File: config.mk
export PLATFORM = sky130hd
export DESIGN_NAME = rtdc_scan_unit
export DESIGN_NICKNAME = d
export VERILOG_FILES = /design/src/sv/rtdc_pkg.sv /design/src/sv/rtdc_scan_unit.sv
export SDC_FILE = /design/constraint.sdc
export NUM_CORES = 1
export LEC_CHECK = 0
export BUFFER_PORTS_ARGS = -buffer_cell sky130_fd_sc_hd__buf_2
export CORE_MARGIN = 1.5
export CORE_UTILIZATION = 39
export DETAILED_ROUTE_END_ITERATION = 8
export GPL_ROUTABILITY_DRIVEN = 0
export PLACE_DENSITY = 0.8
export SLEW_MARGIN = 20
export SYNTH_ARGS = -nofsm -noshare
export SYNTH_HDL_FRONTEND = slang
export SYNTH_SLANG_ARGS = --single-unit
File: constraint.sdc
create_clock -name i_clk -period 2.55 [get_ports i_clk]
set_clock_uncertainty 0.2 [all_clocks]
set_input_delay 0.51 -clock i_clk [delete_from_list [all_inputs] [get_ports i_clk]]
set_output_delay 0.51 -clock i_clk [all_outputs]
set_load 0.02 [all_outputs]
File: src/sv/rtdc_pkg.sv
// ----------------------------------------------------------------------------
// Rank table package
// Shared constants and codes for the rank table with duplicate check.
// ----------------------------------------------------------------------------
`default_nettype none

package rtdc_pkg;

    localparam int RTDC_CAPACITY = 256;

    // Command codes carried on the input side band.
    localparam logic [1:0] FN_INSERT = 2'd0;
    localparam logic [1:0] FN_READ   = 2'd1;
    localparam logic [1:0] FN_CLEAR  = 2'd2;

    // Status codes carried on the output side band.
    localparam logic [1:0] ST_DONE   = 2'd0;
    localparam logic [1:0] ST_DUP    = 2'd1;
    localparam logic [1:0] ST_FULL   = 2'd2;
    localparam logic [1:0] ST_NOREAD = 2'd3;

    localparam int VALUE_W = 32;
    localparam int RANK_W  = 9;
    localparam int INDEX_W = 8;

endpackage

`default_nettype wire

File: src/sv/rtdc_scan_unit.sv
// ----------------------------------------------------------------------------
// Rank table scan unit
// Shared signed comparator with an accumulator: counts stored entries below
// the key and flags an entry equal to it, one entry per enabled cycle.
// ----------------------------------------------------------------------------
`default_nettype none

module rtdc_scan_unit
    import rtdc_pkg::*;
#(
    parameter int CAPACITY = RTDC_CAPACITY
) (
    input  wire                              i_clk,
    input  wire                              i_rst_n,
    input  wire                              i_start,
    input  wire                              i_en,
    input  wire  logic signed [VALUE_W-1:0]  i_key,
    input  wire  logic signed [VALUE_W-1:0]  i_entry,
    output logic [$clog2(CAPACITY+1)-1:0]    o_smaller,
    output logic                             o_dup
);

    localparam int CW = $clog2(CAPACITY + 1);

    logic [CW-1:0] r_smaller;
    logic          r_dup;
    logic          w_less;
    logic          w_equal;

    assign w_less  = (i_entry < i_key);
    assign w_equal = (i_entry == i_key);

    always_ff @(posedge i_clk) begin
        if (!i_rst_n) begin
            r_smaller <= '0;
            r_dup     <= 1'b0;
        end else if (i_start) begin
            r_smaller <= '0;
            r_dup     <= 1'b0;
        end else if (i_en) begin
            if (w_less) begin
                r_smaller <= r_smaller + CW'(1);
            end
            if (w_equal) begin
                r_dup <= 1'b1;
            end
        end
    end

    assign o_smaller = r_smaller;
    assign o_dup     = r_dup;

endmodule

`default_nettype wire

After elaboration in Yosys (flattened, before gate mapping)
Cells that the tools add are included.
- register bits after elaboration: 10
- latch bits: 0
- word-level logic and storage cells: 9
- input port bits: 68
- RAM bits: 0
- memory bits (read-only): 0
- memories kept: 0
- shifts and indexed selects: 0
- $add $sub $neg: 1
- divide/modulo/power cells: 0
- bitwise operators: 1
- multiplexer cells: 0
- $mul: 0
- magnitude comparators: 1
- reduce and logical (&&, ||, !) cells: 3
- equality and inequality tests: 1
- operators with widths (cell ; number):
    32-bit equality test ; 1
    32-bit < comparator ; 1
    9-bit by 1-bit adder with 9-bit output, second input constant ; 1
    2-bit AND reduction ; 2
    2-bit OR reduction ; 1
    1-bit inverter ; 1

Longest topological paths before layout
Gate-level depths: netlist of run 1.
- depth after elaboration: 2
- mapped depth: 10
- gate-level depth less buffers: 9

Worst setup path after synthesis of run 1
No wires, ideal clock.
- path kind: input port to flip-flop
- start point: in i_key[11]
- end point: reg r_smaller[7] (netlist: o_smaller[7])
- path slack: -0.110 ns
- stages: 9
- library setup time: 0.070 ns
- arrival: 2.389 ns
- required time: 2.280 ns
- cell sequence: inv_1 -> ha_1 -> a21oi_2 -> o21a_1 -> o2bb2ai_1 -> o41ai_1 -> a41oi_1 -> or4_1 -> a21oi_1
- cells in the longest elaborated chain, start to end: 2
- RTL lines (element ; RTL line ; RTL):
    start, declared ; rtdc_scan_unit.sv:17 ; input wire logic signed [VALUE_W-1:0] i_key,
    32-bit < comparator ; rtdc_scan_unit.sv:30 ; assign w_less = (i_entry < i_key);
    2-bit AND reduction (no source line) ; n/a ;
    end signal, assigned ; rtdc_scan_unit.sv:42 ; r_smaller <= r_smaller + CW'(1);
    end, declared ; rtdc_scan_unit.sv:25 ; logic [CW-1:0] r_smaller;
Every way passes these cells.
A chain may end at the register's enable or synchronous reset.

Worst setup path after layout of run 1
- start point: in i_key[1]
- end point: reg r_smaller[4] (netlist: o_smaller[4])
The elaborated chain is that of the path after synthesis.

==> results_dict.tcl, run 1 <==
set metrics [dict create \
    drc 0 \
    clock_latency_ns 0.27 \
    final_hold_viol_count 0 \
    num-nets-final 370 \
    n_antenna_cell 0 \
    ys_async_sr_fraction 0 \
    cts-hold-fix-buffers 0 \
    htreeDepth 1 \
    multi_input_area_um2 1170 \
    path_depth 11 \
    holdWs_ns 0.265 \
    ys_seq_elements 10 \
    cts_sinks 10 \
    synthCells 171 \
    cp_slowest_cell "o41ai_4" \
    synth_most_common_cell "inv_1" \
    nFillCells 267 \
    period_share 0.970 \
    synth_top_area_cell "ha_1" \
    worst_ep_arrival_time_ns 2.47 \
    reg2reg_slack_ns 0.60 \
    cts-buffers-inserted 3 \
    worstRegToRegCells 4 \
    synth_enable_flop_cells 0 \
    hold_path_class "register to register" \
    max_stage_delay_ns 0.40 \
    crit_family "compound AO/OA/AOI/OAI gates" \
    dr_total_vias 1556 \
    avgSynthCellArea_um2 7.43 \
    post_synth_num_cell_types 33 \
    netlist_area_um2 1270 \
    grt_pass1_vias 1410 \
    antenna_left 0 \
    dp_hpwl_mm 2.60 \
    synth_top_area_frac 0.325 \
    relSlewSlack 0.731 \
    rr_startpoint "o_smaller[2]$_SDFFE_PP0P_" \
    coreArea_um2 3080 \
    grt_max_degree 11 \
    crit_chain "buf_2 > inv_2 > ha_4 > nor2b_4 > o21bai_4 > a2111oi_4 > o41ai_4 > a41oi_4 > buf_4 > or3_1 > a21oi_1" \
    synth_top_family_by_area "adder cells" \
    cts_root_buf "clkbuf_4" \
    totalWireLength_mm 3.72 \
    drv_cap 0 \
    synthTopCellsByArea "ha_1 32%, dfxtp_1 16%, inv_1 10%" \
    slew_violations 0 \
    worstPathRequired_ns 2.55 \
    clk_pin_slew_ns 0.07 \
    hold_start "o_dup$_SDFFE_PP0P_" \
    setup.worst_path.start_class "input pin" \
    vdd_drop_max_mv 0.244 \
    layout-drive-gt1-share 0.478 \
    path_buf_inv 3 \
    seq_area_frac_synth 0.157 \
    synth_fp_nets 272 \
    grt_pass1_wl_mm 5.42 \
    final_cell_area_um2 2120 \
    antenna_found_initial 0 \
    die_area_um2 3610 \
    first_pass_iters 4 \
    clockBufferDepth 2 \
    whs_path_depth 2 \
    tightestPinTransition_ns 0.404 \
    cp_max_fo 6 \
    p_per_area_nw_per_um2 268 \
    clock.fmax_ghz 0.404 \
    yosys_warnings 0 \
    setup_viol 0 \
    status "finished clean" \
    ios 78 \
    fin_crit_ns 2.47 \
    grt_overflow_total 0 \
    end_kind "register" \
    startpoint "i_key[1]" \
    port_buffers 77 \
    syn2layout_area_growth_pct 66.5 \
    critPathKind "input pin to register" \
    ff_latch_area_um2 200 \
    leakage_nw 1.08 \
    synthMuxAreaShare 0 \
    synth_xor_area_frac 0 \
    drt-vias-per-instance 4.99 \
    rsz0062_at_grt "yes" \
    drtIter0Drc 38 \
    synthFlopType "dfxtp_1" \
    synthTopCellsByCount "34 x inv_1, 33 x ha_1, 20 x a21oi_1" \
    cts_tree "yes" \
    initial_utilization 0.413 \
    synth-adder-area-share 0.325 \
    grt_usage 0.191 \
    synth_compound_gate_area_share 0.214 \
    dpl_cell_area_um2 1820 \
    yosys.area_share.simple 0.197 \
    rows 20 \
    die-width_um 60.1 \
    routedWlPerCell_um 11.9 \
    die_y_um 60.1 \
]
[area by class of cell]
type                    instances  area share
multi-input cells             125       0.553
clock buffers                   4      0.0171
well taps                      44      0.0260
inverters                      34      0.0603
flip-flops and latches         10      0.0946
repair buffers                 95       0.249
[path summary, 6_finish.rpt]
check | end
worst max-delay path | o_smaller[4]$_SDFFE_PP0P_
worst max register to register | o_smaller[7]$_SDFFE_PP0P_
worst min register to register | o_dup$_SDFFE_PP0P_
worst min-delay path | o_dup$_SDFFE_PP0P_
[sequential cells by signal (all words and copies together) (netlist names)]
signal and cells:
o_smaller 9, o_dup 1
[per-layer routing]
layer	GRT usage	routed length [um]	share of wire
met5	0	0	0
met2	0.363	1980	0.53
met3	0.0303	198	0.053
met4	0.0571	46	0.012
met1	0.213	1490	0.40
[worst min-delay path, delay by kind of cell, from the launching register on]
family,cells,cell delay [ns]
DFF,1,0.32
and+or+nand+nor,1,0.07
AOI/OAI and AO/OA,1,0.04
[where the power goes]
part / total (mW) / leakage (nW) / switching, mW / internal, mW
clock: 0.145 / 0.0210 / 0.0577 / 0.0869
combinational: 0.265 / 0.980 / 0.123 / 0.142
sequential: 0.158 / 0.0806 / 0.000746 / 0.157
[logic make-up after synthesis]
logic type / after synthesis
AO/OA/AOI/OAI: 45
flip-flops: 10
AND/OR/NAND/NOR: 47
buffers and inverters: 36
adder cells (fa/ha/maj): 33
[layout by cell type, fill, tap and decap left out, types with 2 or more instances in the layout]
master,synthesis,layout
or4_1,3,3
inv_1,34,31
buf_6,0,2
ha_1,33,25
or3_1,5,5
clkbuf_4,0,3
or2_2,2,2
nand2b_1,2,2
o21ai_1,1,3
o21ai_0,8,6
buf_2,1,77
a21o_1,3,3
inv_2,0,3
nor2_1,5,4
nand4_1,7,7
nor3_1,3,3
a21oi_2,1,3
ha_4,0,8
buf_4,0,16
nand3_1,6,5
nand2_1,10,10
a21oi_1,20,18
dfxtp_1,10,10
[through the flow]
stage	util	worst slack (ns)	std cells	total power [mW]	setup TNS (ns)
5_1_grt	0.688	0.00306	312	0.613	0
2_1_floorplan	-	-0.0398	171	0.267	-0.0398
3_5_place_dp	0.591	-0.337	302	0.359	-2.49
3_3_place_gp	0.591	-0.263	302	0.354	-1.93
6_report	0.688	0.0760	312	0.567	0
4_1_cts	0.639	0.00478	308	0.533	0
[what timing repair did]
| item | 4_1_cts | 5_1_grt |
|---|---|---|
| setup buffers | 3 | 4 |
| cloned | 0 | 0 |
| setup endpoints to repair | 6 | 9 |
| gates resized for setup | 18 | 19 |
| pin swaps | 12 | 12 |
Power figures use the tool's default switching activity.
==> inputs of run 2 (changes only) <==
--- a/config.mk
+++ b/config.mk
@@ -10,6 +10,7 @@
 export CORE_UTILIZATION = 39
 export DETAILED_ROUTE_END_ITERATION = 8
 export GPL_ROUTABILITY_DRIVEN = 0
+export MAX_ROUTING_LAYER = met4
 export PLACE_DENSITY = 0.8
 export SLEW_MARGIN = 20
 export SYNTH_ARGS = -nofsm -noshare
==> constraint.sdc (replaced) <==
create_clock -name i_clk -period 2.55 [get_ports i_clk]
set_clock_uncertainty 0.2 [all_clocks]
set_input_delay 0.3825 -clock i_clk [delete_from_list [all_inputs] [get_ports i_clk]]
set_output_delay 0.3825 -clock i_clk [all_outputs]
set_load 0.02 [all_outputs]
==> run 2 against run 1 <==
Net effect:
- utilization shrank 5.1 points
- cell area shrank 7.4%
- final cell count shrank 1.6%
- combinational power shrank 14%
- sequential power is essentially flat
- worst setup slack gained 0.044 ns
- total power shrank 6.5%
==> results_dict.tcl, run 2 (same netlist as run 1, synthesis figures left out) <==
set metrics [dict create \
    status "finished clean" \
    worstPathRequired_ns 2.56 \
    clk_pin_slew_ns 0.07 \
    layout_common_cells "77 x buf_2, 30 x inv_1, 26 x ha_1, 16 x a21oi_1, 11 x buf_4" \
    dr_total_vias 1497 \
    relSlewSlack 0.720 \
    routedWlPerCell_um 10.5 \
    totalWireLength_mm 3.23 \
    cp_slowest_cell "or4_1" \
    worst_ep_arrival_time_ns 2.43 \
    seqPwrFrac 0.297 \
    setup.worst_path.start_class "input pin" \
    cts_setup_buffers 0 \
    hold_path_class "input pin to register" \
    clockBufferDepth 2 \
    p_comb_frac 0.428 \
    internal_power_mw 0.369 \
    clock_latency_ns 0.27 \
    grt_pass1_wl_mm 5.34 \
    setup_viol 0 \
    post-route-util 0.637 \
    final_hold_viol_count 0 \
    swShare 0.304 \
    cts_tree "yes" \
    critPathKind "input pin to register" \
    htreeDepth 1 \
    die_area_um2 3610 \
    coreArea_um2 3080 \
    die-width_um 60.1 \
    num-nets-final 365 \
    clock.fmax_ghz 0.412 \
    largest_register_ffs 9 \
    dp_hpwl_mm 2.71 \
    drt-vias-per-instance 4.88 \
    slew_violations 0 \
    drc 0 \
    drv_cap 0 \
    path_buf_inv 3 \
    crit_chain "buf_2 > inv_1 > ha_1 > nand4_1 > nor2_1 > o2bb2ai_1 > o41ai_2 > a41oi_1 > buf_4 > or4_1 > a21oi_1" \
    p_per_area_nw_per_um2 270 \
    power_mw 0.530 \
    drtIter0Drc 46 \
    rows 20 \
    tightestPinTransition_ns 0.420 \
    syn2layout_area_growth_pct 54.1 \
    die_y_um 60.1 \
    leakage_nw 1.04 \
    holdWs_ns 0.246 \
    fin_crit_ns 2.43 \
    antenna_left 0 \
    cts-buffers-inserted 3 \
    first_pass_iters 4 \
    final_common_cell "buf_2" \
    n_antenna_cell 0 \
    ff_latch_area_um2 200 \
    port_buffers 77 \
    cts_sinks 10 \
    switchingPower_mw 0.161 \
    initial_utilization 0.413 \
    antenna_found_initial 0 \
    cp_max_fo 8 \
    multi_input_area_um2 1050 \
    ios 78 \
    crit_family "compound AO/OA/AOI/OAI gates" \
    max_stage_delay_ns 0.50 \
    grt_usage 0.195 \
    cts_root_buf "clkbuf_4" \
    vdd_drop_max_mv 0.242 \
    nFillCells 294 \
    end_kind "register" \
    grt_max_degree 11 \
    cts-hold-fix-buffers 0 \
    power_frac_clock 0.275 \
    grt_overflow_total 0 \
    rsz0062_at_grt "yes" \
    layout-drive-gt1-share 0.433 \
    grt_pass1_vias 1380 \
    period_share 0.953 \
    cts_resized 0 \
]
-- run 2: path summary, 6_finish.rpt --
kind                                                 from                        end  slack, ns  depth (start not counted)
worst max-delay path                             i_key[8]  o_smaller[5]$_SDFFE_PP0P_       0.12                         11
worst min-delay path                                 i_en  o_smaller[1]$_SDFFE_PP0P_       0.25                          3
worst max register to register  o_smaller[2]$_SDFFE_PP0P_  o_smaller[7]$_SDFFE_PP0P_       0.70                          4
worst min register to register         o_dup$_SDFFE_PP0P_         o_dup$_SDFFE_PP0P_       0.28                          2
-- run 2: layer usage --
layer,vias up,share of wire,GRT usage
met5,-,0,-
met4,0,0.0034,0.0381
met3,2,0.054,0.0455
met2,47,0.52,0.357
met1,656,0.42,0.213
li1,792,-,-
-- run 2: power by group through the flow --
stage                     clock network (mW)  registers, mW  logic, mW
final                                  0.146          0.157      0.227
after CTS                              0.150          0.157      0.205
after global routing                   0.161          0.158      0.262
after detailed placement                   0          0.161      0.203
after floorplan                            0          0.162      0.102
after global placement                     0          0.161      0.198
-- run 2: metrics by stage --
stage | cells | instance area [um2] | setup slack [ns] | setup TNS, ns
floorplan | 171 | 1270 | 0.0176 | 0
global placement | 303 | 1800 | -0.250 | -1.87
detailed placement | 303 | 1800 | -0.277 | -1.93
CTS | 307 | 1840 | 0.0115 | 0
global route | 307 | 1960 | -0.00321 | -0.00321
finish | 307 | 1960 | 0.120 | 0
-- run 2: cell type report --
type	count	share of cell area
tap	44	0.0281
sequential	10	0.102
inverter	34	0.0651
clock buffer	4	0.0185
multi-input combinational	125	0.536
timing repair buffer	90	0.250
-- run 2: worst min-delay path: stages --
cell and delay, ns:
buf_2 0.14, nand3b_1 0.09, a21oi_1 0.05
==> inputs of run 3 (changes only) <==
--- a/config.mk
+++ b/config.mk
@@ -6,7 +6,6 @@
 export NUM_CORES = 1
 export LEC_CHECK = 0
 export BUFFER_PORTS_ARGS = -buffer_cell sky130_fd_sc_hd__buf_2
-export CORE_MARGIN = 1.5
 export CORE_UTILIZATION = 39
 export DETAILED_ROUTE_END_ITERATION = 8
 export GPL_ROUTABILITY_DRIVEN = 0
==> run 3 against run 2 <==
Net effect:
- critical path depth is 1 higher
- register-to-register slack hardly changed
- clock power is 31% lower
- cell area is 4.1% higher
- global-route usage is 0.34 points higher
- utilization is 2.6 points higher
==> results_dict.tcl, run 3 (same netlist as run 1, synthesis figures left out) <==
set metrics [dict create \
    port_buffers 77 \
    leakage_nw 1.05 \
    antenna_left 0 \
    switchingPower_mw 0.160 \
    period_share 0.966 \
    rsz0062_at_grt "yes" \
    routedWlPerCell_um 11.1 \
    cts-buffers-inserted 3 \
    setup.worst_path.start_class "input pin" \
    grt_pass1_wl_mm 5.33 \
    drc 0 \
    cts_root_buf "clkbuf_4" \
    drv_cap 0 \
    p_comb_frac 0.490 \
    drt-vias-per-instance 5.02 \
    p_per_area_nw_per_um2 249 \
    initial_utilization 0.413 \
    clock_latency_ns 0.25 \
    grt_usage 0.198 \
    layout_common_cells "77 x buf_2, 29 x inv_1, 24 x ha_1, 16 x buf_4, 13 x a21oi_1" \
    swShare 0.316 \
    final_common_cell "buf_2" \
    clk_pin_slew_ns 0.06 \
    n_antenna_cell 0 \
    clock.fmax_ghz 0.406 \
    multi_input_area_um2 1130 \
    power_frac_clock 0.200 \
    relSlewSlack 0.662 \
    coreArea_um2 3080 \
    grt_overflow_total 0 \
    worstPathRequired_ns 2.53 \
    largest_register_ffs 9 \
    hold_path_class "input pin to register" \
    die_y_um 59.1 \
    totalWireLength_mm 3.42 \
    layout-drive-gt1-share 0.491 \
    seqPwrFrac 0.311 \
    antenna_found_initial 0 \
    cts_tree "yes" \
    finalNonFillerCells 309 \
    die_area_um2 3490 \
    grt_max_degree 11 \
    dp_hpwl_mm 2.71 \
    tightestPinTransition_ns 0.507 \
    internal_power_mw 0.347 \
    critPathKind "input pin to register" \
    drtIter0Drc 23 \
    slew_violations 0 \
    dp.cells 303 \
    ff_latch_area_um2 200 \
    worst_ep_arrival_time_ns 2.44 \
    cp_max_fo 7 \
    clockBufferDepth 2 \
    final_hold_viol_count 0 \
    dr_total_vias 1550 \
    fin_crit_ns 2.46 \
    status "finished clean" \
    nFillCells 291 \
    num-nets-final 368 \
    ios 78 \
    syn2layout_area_growth_pct 60.4 \
    cts-hold-fix-buffers 0 \
    die-width_um 59.1 \
    setup-tns-final_ns 0 \
    vdd_drop_max_mv 0.298 \
    htreeDepth 1 \
    setup_viol 0 \
    first_pass_iters 4 \
    end_kind "register" \
    rows 20 \
    cts_sinks 10 \
    grt_pass1_vias 1451 \
]
-- run 3: cell types whose count changed in the layout (fill, tap and decap cells not counted), moves of 2 or more --
cell     delta
a21oi_1     -3
a21oi_2     +2
buf_4       +5
buf_6       -2
ha_1        -2
-- run 3: final timing paths --
check                                 start                        end  slack [ns]  cells after the start
setup / recovery                  i_key[12]  o_smaller[6]$_SDFFE_PP0P_        0.09                     12
hold / removal                         i_en  o_smaller[1]$_SDFFE_PP0P_        0.25                      3
setup reg to reg  o_smaller[2]$_SDFFE_PP0P_  o_smaller[7]$_SDFFE_PP0P_        0.69                      4
hold reg to reg          o_dup$_SDFFE_PP0P_         o_dup$_SDFFE_PP0P_        0.28                      2
-- run 3: through the flow --
| stage | worst slack [ns] | util | hold WS, ns | power (mW) | cell area, um2 |
|---|---|---|---|---|---|
| after global routing | -0.0322 | 0.663 | 0.276 | 0.551 | 2040 |
| after global placement | -0.274 | 0.585 | 0.247 | 0.359 | 1800 |
| after detailed placement | -0.348 | 0.585 | 0.271 | 0.365 | 1800 |
| after floorplan | 0.0176 | - | 0.342 | 0.263 | 1270 |
| final | 0.0871 | 0.663 | 0.253 | 0.507 | 2040 |
| after CTS | 0.00526 | 0.603 | 0.247 | 0.475 | 1860 |
-- run 3: metal layers --
| layer | share of wire | GRT usage |
|---|---|---|
| met1 | 0.40 | 0.214 |
| met2 | 0.52 | 0.372 |
| met3 | 0.054 | 0.0306 |
| met4 | 0.022 | 0.0578 |
| met5 | 0 | - |
-- run 3: worst max-delay path, stage by stage --
cell and delay, ns:
buf_2 0.08, inv_1 0.03, ha_1 0.27, nand4_1 0.14
buf_4 0.14, buf_4 0.11, a2111oi_4 0.04, o41ai_2 0.27
a41oi_1 0.16, buf_4 0.18, or4_1 0.50, a21oi_1 0.14
-- run 3: power by group through the flow --
stage	sequential, mW	combinational [mW]	clock, mW
5_1_grt	0.158	0.281	0.112
6_report	0.158	0.248	0.101
3_3_place_gp	0.161	0.198	0
3_5_place_dp	0.161	0.204	0
2_1_floorplan	0.162	0.102	0
4_1_cts	0.158	0.213	0.105
-- run 3: final cells by class --
class	count	area share
clock buffers	3	0.0110
inverters	34	0.0626
multi-input cells	125	0.553
flip-flops and latches	10	0.0982
well taps	44	0.0270
repair buffers	93	0.248
-- run 3: repair_timing --
item / 4_1_cts / 5_1_grt
setup endpoints to repair: 6 / 9
pin swaps: 3 / 21
buffers inserted: 2 / 1
resized for setup: 4 / 30
